File: src/rtl/oaht_ram.sv
// Generic simple dual-port RAM: one write port, one registered read port.
module oaht_ram #(
	parameter int WIDTH = 8,
	parameter int DEPTH = 16
) (
	input  logic                     clk,
	input  logic                     we,
	input  logic [$clog2(DEPTH)-1:0] waddr,
	input  logic [WIDTH-1:0]         wdata,
	input  logic [$clog2(DEPTH)-1:0] raddr,
	output logic [WIDTH-1:0]         rdata
);

	logic [WIDTH-1:0] mem_q [DEPTH];

	always_ff @(posedge clk) begin
		if (we) begin
			mem_q[waddr] <= wdata;
		end
		rdata <= mem_q[raddr];
	end

endmodule

File: config.mk
export PLATFORM = sky130hd
export DESIGN_NAME = oaht_ram
export DESIGN_NICKNAME = d
export VERILOG_FILES = /design/src/rtl/oaht_ram.sv
export SDC_FILE = /design/constraint.sdc
export NUM_CORES = 1
export LEC_CHECK = 0
export CAP_MARGIN = 20
export CORE_ASPECT_RATIO = 1.25
export CORE_MARGIN = 10
export CORE_UTILIZATION = 55
export CTS_CLUSTER_SIZE = 20
export DETAILED_ROUTE_END_ITERATION = 10
export DONT_BUFFER_PORTS = 1
export GPL_TIMING_DRIVEN = 0
export PLACE_DENSITY = 0.73
export SYNTH_ARGS = -nofsm -noshare
export SYNTH_HDL_FRONTEND = slang
export SYNTH_SLANG_ARGS = --single-unit
File: constraint.sdc
create_clock -name clk -period 2.2 [get_ports clk]
set_clock_uncertainty 0.15 [all_clocks]
set_input_delay 0.66 -clock clk [delete_from_list [all_inputs] [get_ports clk]]
set_output_delay 0.66 -clock clk [all_outputs]
set_load 0.01 [all_outputs]
==> key figures, run 1 <==
Outcome
  • Status: finished, final reports clean

Yosys
  • Synth area leader: edfxtp_1
  • Netlist Area Pre-Place: 5147 sq um
  • Area contributors post-synth: edfxtp_1 (75%), mux4_2 (7.9%), mux4_1 (7.1%)
  • Seq/Total Area, Yosys: between 70 and 80%
  • Unique masters post-synth: 19
  • Yosys reg bits: 136
  • Synth Net Count: 247
  • Post-synth top area share: 74.67%
  • Synth warn: 0
  • Cells after synthesis: 229
  • Synth Area per Inst: approximately 22 sq um

Timing
  • Hold WS: roughly 0.18 ns
  • Max Fclk: 0.5141 GHz
  • Worst-margin pin slew: 0.8488 ns
  • Tmin final: 1.945 ns
  • Final worst path period share: 88.41%
  • Slew Limit Headroom: 43.21%
  • Count of final setup violators: 0
  • Setup WS post-layout: 0.2550 ns
  • RSZ-0062 raised after global routing: no
  • Pins over their slew limit: 0
  • Fin Setup TNS: 0 ns
  • Final hold violations: 0

Worst setup path
  • Critical Path RT: 2.10 ns
  • WP data arrival: about 1.8 ns
  • R2r startpoint: mem_q[1][0]$_DFFE_PP_
  • WS Path Type: input port to flop
  • Critical path's slowest cell: nor2_1
  • Critical-path cell list: or3b_2 > nor2_1
  • Top Family by Delay on Critical Path: simple AND/OR/NAND/NOR gates
  • Reg2reg setup slack: 0.62 ns
  • Crit-path max FO: 8
  • Buf+Inv Stages, Crit Path: 0
  • Reg2Reg Depth: 3
  • R2r endpoint: rdata[0]$_DFF_P_
  • Crit end category: flop
  • Setup crit start kind: input port
  • Crit-path max cell delay: between 0.6 and 0.7 ns

Placed design
  • Pre-CTS setup slack: -0.1988 ns
  • Detailed-placement wirelength estimate: 6.207 mm
  • Placed insts: about 360
  • Placer Congestion: 0.7613
  • Port bufs: 0

Clocking
  • Post-CTS setup buffer count: 0
  • Post_cts resized: 0
  • H-tree depth: 4
  • Longest Clk Path Bufs: 2
  • Post-CTS Hold Buffers: 0
  • Clk root buf: clkbuf_16
  • Clock slew seen by the registers of the worst setup and hold paths: 0.06 ns
  • CTS buffer count: 17
  • CTS sink count: 136
  • CTS tree: done
  • Clk_lat worst skew: around 0.42 ns

Global route
  • First-pass GRT wire length: 15.15 mm
  • Overflow after GRT: 0
  • Antenna violations before repair: 0
  • Largest net degree at the start of global routing: 17
  • Number of global-route vias before repair: 2521
  • GRT Total Usage: approximately 16%

Finish
  • Commonest non-fill, non-tap cell in the layout: edfxtp_1
  • Utilization after layout: 64.76%
  • Final nets: 269
  • Ant. Diodes: 0
  • Fraction of layout cells with a size suffix above 1: 24.24%
  • Synthesis-to-finish area growth: 14.80%
  • Layout Cells excl Fill: 387
  • Most frequent cells in the layout: edfxtp_1 (128), mux4_2 (18), clkbuf_16 (17)

Min path
  • Hold path endpoint: mem_q[2][7]$_DFFE_PP_
  • Worst Hold Class: input port to flop
  • Hold path start: wdata[7]
  • Hold depth: 0

Floorplan
  • Die Area: 13650 sq um
  • Initial Util: 56.41%
  • Placeable Area: 9125 sq um
  • Die H: 128.2 microns
  • Rows: 39
  • Die X: 106.5 microns
  • Num ports: 26

Route
  • Via density per instance: 5.997
  • Final WL: between 9 and 10 mm
  • Iteration-0 DRC Markers: 188
  • WL/cell: 25.25 microns
  • # DRC: 0
  • Post-route ant nets: 0
  • Vias: 2321
  • TritonRoute pass-1 iters: 6

Job
  • Maxcap violations: 0

Power and ir drop
  • Leak pwr: 1.936 nW
  • Worst VDD drop: about 0.00071 V
  • Power Density: 989.5 nW/um^2
kinds of logic (layout without fill, tap and decap cells):
family | after synthesis | count (layout) | synth area share [%]
multiplexers | 32 | 32 | 15.02
buffers and inverters | 10 | 45 | 1.677
AND/OR/NAND/NOR | 35 | 35 | 3.184
AO/OA/AOI/OAI | 16 | 16 | 2.334
flip-flops | 136 | 136 | 77.78
per-layer routing:
layer  part of all wire (%)  GRT usage [%]
met5                      0              0
met4                    2.4          7.023
met3                    9.5          6.388
met2                     51          25.44
met1                     37          18.10
registers in the layout, summed over array words and instances, names as in the netlist:
| register | cells |
|---|---|
| mem_q | 128 |
| rdata | 8 |
report_power, final:
part	switching (mW)	internal, mW
Sequential	0.0262	2.90
Clock	1.05	1.67
Combinational	0.103	0.0947
Total	1.18	4.67
area by class of cell:
cell class,count,area [sq um]
multi-input cells,83,1062
flip-flops and latches,136,4004
well taps,123,153.9
clock buffers,18,429.2
repair buffers,3,20.02
plain buffers,10,86.33
clock inverters,14,153.9
fillers,607,3216
synth_stat cells, drive strengths merged:
cell	number
nand2b	2
clkdlybuf4s25	3
or3b	1
and2b	1
nand3	1
nand3b	2
mux4	32
nor3	4
and2	1
buf	7
nor2	13
edfxtp	128
nand2	9
nor2b	1
dfxtp	8
a22oi	16
how the worst max path moves through the flow:
stage,start,to,slack (ns),cells after the start
2_1_floorplan,waddr[2],mem_q[3][0]$_DFFE_PP_,0.12,2
3_3_place_gp,waddr[2],mem_q[8][0]$_DFFE_PP_,-0.25,2
3_5_place_dp,waddr[2],mem_q[2][3]$_DFFE_PP_,-0.20,2
4_1_cts,waddr[2],mem_q[2][0]$_DFFE_PP_,0.26,2
5_1_grt,waddr[2],mem_q[2][5]$_DFFE_PP_,0.17,2
6_report,waddr[2],mem_q[2][2]$_DFFE_PP_,0.25,2
metrics by stage:
step / power [mW] / cell area (sq um)
floorplan: 3.118 / 5152
global placement: 3.171 / 5306
detailed placement: 3.179 / 5326
CTS: 5.883 / 5909
global route: 6.019 / 5909
finish: 5.848 / 5909
Power figures use the tool's default switching activity.
==> run 2, diff against run 1 <==
clock period = 1.65 ns   (was 2.2 ns; I/O delays follow)
==> key figures, run 2 (synthesis gave the netlist of run 1 again) <==
Outcome
  • Status: finished, final reports clean

Global route
  • GRT Total Usage: 15.48% (-0.27 points)
  • Overflow after GRT: 0 (unchanged)
  • First-pass GRT wire length: 14.87 mm (-1.8%)
  • Largest net degree at the start of global routing: 17 (unchanged)
  • Antenna violations before repair: 0 (unchanged)
  • Number of global-route vias before repair: 2434 (-3.5%)

Placed design
  • Port bufs: 0 (unchanged)
  • Detailed-placement wirelength estimate: 6.089 mm (-1.9%)
  • Placer Congestion: 0.7389 (-2.9%)
  • Pre-CTS setup slack: -0.3898 ns (-0.1911 ns)
  • Post-Place Cell Area: 5338 sq um (+0.21%)

Power and ir drop
  • Net Switching: 1.514 mW (+28%)
  • Worst VDD drop: 0.0008905 V (+25%)
  • Power Density: 1361 nW/um^2 (+38%)
  • Leak pwr: 1.908 nW (-1.4%)
  • Clock share of power: 48.4% (+1.8 points)
  • Total power: 8.121 mW (+39%)
  • Comb power frac: 3.5% (about the same)
  • Sequential power share: 48.1% (-1.9 points)
  • Pint: 6.606 mW (+42%)
  • Switching portion of total power: 18.65% (-1.6 points)

Clocking
  • Clock slew seen by the registers of the worst setup and hold paths: 0.06 ns (about the same)
  • Clk_lat worst skew: 0.41 ns (about the same)
  • Post_cts resized: 0 (unchanged)
  • CTS sink count: 136 (unchanged)
  • Post-CTS Hold Buffers: 0 (unchanged)
  • Clk root buf: clkbuf_16
  • CTS tree: done
  • CTS buffer count: 17 (unchanged)
  • H-tree depth: 4 (unchanged)
  • Longest Clk Path Bufs: 2 (unchanged)
  • Post-CTS setup buffer count: 0 (unchanged)

Worst setup path
  • R2r startpoint: mem_q[1][0]$_DFFE_PP_
  • Setup crit start kind: flop
  • Crit-path max FO: 1 (-7)
  • WP data arrival: 1.75 ns (-0.09 ns)
  • Reg2Reg Depth: 3 (unchanged)
  • R2r endpoint: rdata[0]$_DFF_P_
  • Reg2reg setup slack: 0.02 ns (-0.60 ns)
  • Crit end category: flop
  • Critical Path RT: 1.78 ns (-0.32 ns)
  • WS Path Type: flop to flop

Finish
  • Reg with most FFs: mem_q
  • Commonest non-fill, non-tap cell in the layout: edfxtp_1
  • Utilization after layout: 65.41% (+0.64 points)
  • Sequential Area: 4004 sq um (unchanged)
  • Finished Cell Area: 5968 sq um (+1.0%)
  • FILL cells: 590 (-2.8%)
  • Ant. Diodes: 0 (unchanged)
  • Final nets: 266 (-1.1%)
  • Fraction of layout cells with a size suffix above 1: 30.65% (+6.4 points)
  • Area occupied by multi-input gates: 1060 sq um (-0.24%)
  • Synthesis-to-finish area growth: 15.95%
  • Top Registers: mem_q x128, rdata x8
  • Max FFs per register: 128 (unchanged)
  • Most frequent cells in the layout: edfxtp_1 (128), mux4_2 (31), clkbuf_16 (17)

Timing
  • Setup WS post-layout: 0.02334 ns (-0.2316 ns)
  • RSZ-0062 raised after global routing: no
  • Tmin final: 1.627 ns
  • Worst-margin pin slew: 0.8718 ns (+0.02308 ns)
  • Max Fclk: 0.6148 GHz
  • Final hold violations: 0 (unchanged)
  • Pins over their slew limit: 0 (unchanged)
  • Slew Limit Headroom: 41.66% (-1.5 points)
  • Final worst path period share: 98.59%
  • Count of final setup violators: 0 (unchanged)

Min path
  • Hold path start: wdata[6]
  • Hold depth: 0 (unchanged)
  • Hold path endpoint: mem_q[2][6]$_DFFE_PP_
  • Worst Hold Class: input port to flop

Job
  • Maxcap violations: 0 (unchanged)

Route
  • WL/cell: 25.39 microns (+0.55%)
  • TritonRoute pass-1 iters: 4 (-2)
  • Iteration-0 DRC Markers: 157 (-16%)
  • Via density per instance: 5.875 (-2.0%)
  • Final WL: 9.750 mm (-0.23%)
  • Vias: 2256 (-2.8%)
  • # DRC: 0 (unchanged)
  • Post-route ant nets: 0 (unchanged)

Floorplan
  • Num ports: 26 (unchanged)
  • Die H: 128.2 microns (unchanged)
  • Die Area: 13650 sq um (unchanged)
  • Initial Util: 56.41% (unchanged)
  • Placeable Area: 9125 sq um (unchanged)
  • Rows: 39 (unchanged)
  • Die X: 106.5 microns (unchanged)
[run 2: metrics by stage]
stage,instances,hold WS [ns],TNS [ns]
3_3_place_gp,352,0.4452,-28.27
4_1_cts,384,0.01616,0
5_1_grt,384,0.008170,0
2_1_floorplan,229,0.4439,-1.461
6_report,384,0.02676,0
3_5_place_dp,352,0.4451,-28.63
[run 2: layer usage]
layer | routed length [microns] | part of all wire [%] | track usage [%] | up-vias
li1 | - | - | - | 996
met5 | 0 | 0 | 0 | -
met4 | 169 | 1.7 | 6.464 | 0
met3 | 983 | 10 | 6.891 | 12
met1 | 3700 | 38 | 18.18 | 1152
met2 | 4897 | 50 | 24.34 | 96
[run 2: cell type report]
type | count | area share [%]
Clock inverter | 12 | 2.914
Buffer | 10 | 2.013
Multi-Input combinational cell | 83 | 17.76
Tap cell | 123 | 2.579
Sequential cell | 136 | 67.09
Clock buffer | 20 | 7.652
[run 2: how the worst max path moves through the flow]
stage | start | endpoint | slack, ns | cells after the start
after floorplan | waddr[2] | mem_q[0][0]$_DFFE_PP_ | -0.13 | 2
after global placement | raddr[0] | rdata[0]$_DFF_P_ | -0.38 | 5
after detailed placement | raddr[0] | rdata[0]$_DFF_P_ | -0.39 | 5
after CTS | mem_q[1][0]$_DFFE_PP_ | rdata[0]$_DFF_P_ | 0.01 | 3
after global routing | waddr[2] | mem_q[9][0]$_DFFE_PP_ | 0.009 | 2
final | mem_q[1][0]$_DFFE_PP_ | rdata[0]$_DFF_P_ | 0.02 | 3
[run 2: critical path, cell delays in order (launching register included)]
cell and delay [ns]:
edfxtp_1 0.37, mux4_1 0.51, a22oi_1 0.38, nand2_1 0.09
[run 2: power groups by stage]
stage	clock network [mW]	logic, mW	registers, mW
final	3.93	0.285	3.90
after global routing	4.11	0.307	3.91
after CTS	3.97	0.290	3.90
after detailed placement	0	0.288	3.97
after global placement	0	0.282	3.97
after floorplan	0	0.220	3.96
==> run 3, diff against run 2 <==
CORE_MARGIN = 8   (was 10)
REMOVE_ABC_BUFFERS = 1   (was not set)
==> key figures, run 3 (synthesis gave the netlist of run 1 again) <==
Outcome
  • Status: finished, final reports clean

Finish
  • Max FFs per register: 128 (unchanged)
  • Ant. Diodes: 0 (unchanged)
  • Utilization after layout: 64.27% (-1.1 points)
  • Fraction of layout cells with a size suffix above 1: 23.26% (-7.4 points)
  • Final nets: 263 (-1.1%)
  • Most frequent cells in the layout: edfxtp_1 (128), mux4_2 (18), clkbuf_16 (17)
  • FILL cells: 624 (+5.8%)
  • Reg with most FFs: mem_q
  • Top Registers: mem_q x128, rdata x8
  • Commonest non-fill, non-tap cell in the layout: edfxtp_1
  • Synthesis-to-finish area growth: 13.93%

Route
  • Post-route ant nets: 0 (unchanged)
  • Vias: 2300 (+2.0%)
  • TritonRoute pass-1 iters: 6 (+2)
  • Iteration-0 DRC Markers: 155 (-1.3%)
  • WL/cell: 24.48 microns (-3.6%)
  • # DRC: 0 (unchanged)
  • Via density per instance: 6.037 (+2.8%)
  • Final WL: 9.325 mm (-4.4%)

Worst setup path
  • Top Family by Delay on Critical Path: simple AND/OR/NAND/NOR gates
  • Setup crit start kind: input port
  • R2r startpoint: mem_q[0][0]$_DFFE_PP_
  • Crit-path max FO: 8 (+7)
  • Crit-path max cell delay: 0.58 ns (+0.07 ns)
  • WP data arrival: 1.51 ns (-0.24 ns)
  • Crit end category: flop
  • Reg2Reg Depth: 3 (unchanged)
  • Buf+Inv Stages, Crit Path: 0 (unchanged)
  • Stages on worst setup path: 2 (-1)
  • WS Path Type: input port to flop
  • Critical Path RT: 1.55 ns (-0.23 ns)
  • Critical-path cell list: or3b_2 > nor2_2
  • Reg2reg setup slack: 0.08 ns (+0.06 ns)
  • CP startpoint: waddr[2]
  • R2r endpoint: rdata[0]$_DFF_P_
  • End point of the critical path: mem_q[2][6]$_DFFE_PP_
  • Critical path's slowest cell: or3b_2

Clocking
  • CTS tree: done
  • CTS buffer count: 17 (unchanged)
  • Clk_lat worst skew: 0.42 ns (about the same)
  • Post-CTS Hold Buffers: 0 (unchanged)
  • CTS sink count: 136 (unchanged)
  • H-tree depth: 4 (unchanged)
  • Clk root buf: clkbuf_16
  • Longest Clk Path Bufs: 2 (unchanged)
  • Clock slew seen by the registers of the worst setup and hold paths: 0.06 ns (about the same)

Min path
  • Worst Hold Class: input port to flop

Timing
  • Max Fclk: 0.6219 GHz (+1.2%)
  • Final hold violations: 0 (unchanged)
  • Fin Setup TNS: 0 ns (unchanged)
  • Pins over their slew limit: 0 (unchanged)
  • Final worst path period share: 97.46% (-1.1 points)
  • Setup WS post-layout: 0.04196 ns (+0.01862 ns)
  • Count of final setup violators: 0 (unchanged)
  • Hold WS: 0.02210 ns (-0.004657 ns)
  • Tmin final: 1.608 ns (-0.01862 ns)
  • Slew Limit Headroom: 42.33% (+0.67 points)
  • Worst-margin pin slew: 0.8618 ns (-0.009987 ns)

Power and ir drop
  • Worst VDD drop: 0.0007622 V (-14%)
  • Power Density: 1293 nW/um^2 (-5.0%)
  • Total power: 7.584 mW (-6.6%)
  • Leak pwr: 1.900 nW (-0.45%)

Global route
  • Largest net degree at the start of global routing: 33 (+16)
  • First-pass GRT wire length: 14.03 mm (-5.7%)
  • GRT Total Usage: 16.27% (+0.79 points)
  • Overflow after GRT: 0 (unchanged)
  • Antenna violations before repair: 0 (unchanged)
  • Number of global-route vias before repair: 2396 (-1.6%)

Floorplan
  • Placeable Area: 9125 sq um (unchanged)
  • Num ports: 26 (unchanged)
  • Initial Util: 56.41% (unchanged)
  • Die Area: 12730 sq um (-6.8%)
  • Die X: 102.5 microns (-3.8%)
  • Die H: 124.2 microns (-3.1%)
  • Rows: 39 (unchanged)

Placed design
  • Pre-CTS setup slack: -0.7025 ns (-0.3127 ns)
  • Detailed-placement wirelength estimate: 5.635 mm (-7.5%)
  • Port bufs: 0 (unchanged)
  • Placer Congestion: 0.7206 (-2.5%)

Job
  • Maxcap violations: 0 (unchanged)
[run 3: layout make-up]
class                   instances  area (sq um)  area share, %
clock buffers                  20         436.7          7.446
flip-flops and latches        136          4004          68.27
well taps                     123         153.9          2.624
multi-input cells              83          1111          18.95
repair buffers                  7         50.05         0.8534
clock inverters                12         108.9          1.856
[run 3: what timing repair did]
| item | in CTS | in global routing |
|---|---|---|
| buffers inserted | 0 | 3 |
| gates resized for setup | 8 | 5 |
| cloned | 0 | 0 |
| endpoints found under the setup margin | 40 | 24 |
[run 3: metrics by stage]
stage,std cells,area (sq um)
floorplan,219,5061
global placement,342,5215
detailed placement,346,5243
CTS,378,5822
global route,381,5864
finish,381,5864
[run 3: worst min-delay path by stage]
stage	from	endpoint	slack (ns)	depth (start not counted)
global route	wdata[3]	mem_q[4][3]$_DFFE_PP_	0.007	0
global placement	wdata[1]	mem_q[11][1]$_DFFE_PP_	0.44	0
finish	wdata[0]	mem_q[4][0]$_DFFE_PP_	0.02	0
floorplan	wdata[0]	mem_q[0][0]$_DFFE_PP_	0.44	0
CTS	wdata[3]	mem_q[4][3]$_DFFE_PP_	0.006	0
detailed placement	wdata[7]	mem_q[6][7]$_DFFE_PP_	0.44	0
[run 3: layer usage]
layer,track usage [%],share of wire [%]
met1,18.70,40
met4,11.87,2.9
met5,0,0
met3,5.425,7.9
met2,25.10,50
[run 3: power by group]
part           internal (mW)  total, mW  switching, mW
Sequential              3.87       3.90         0.0357
Clock                   2.18       3.47           1.29
Combinational          0.114      0.210         0.0968
Total                   6.16       7.58           1.42
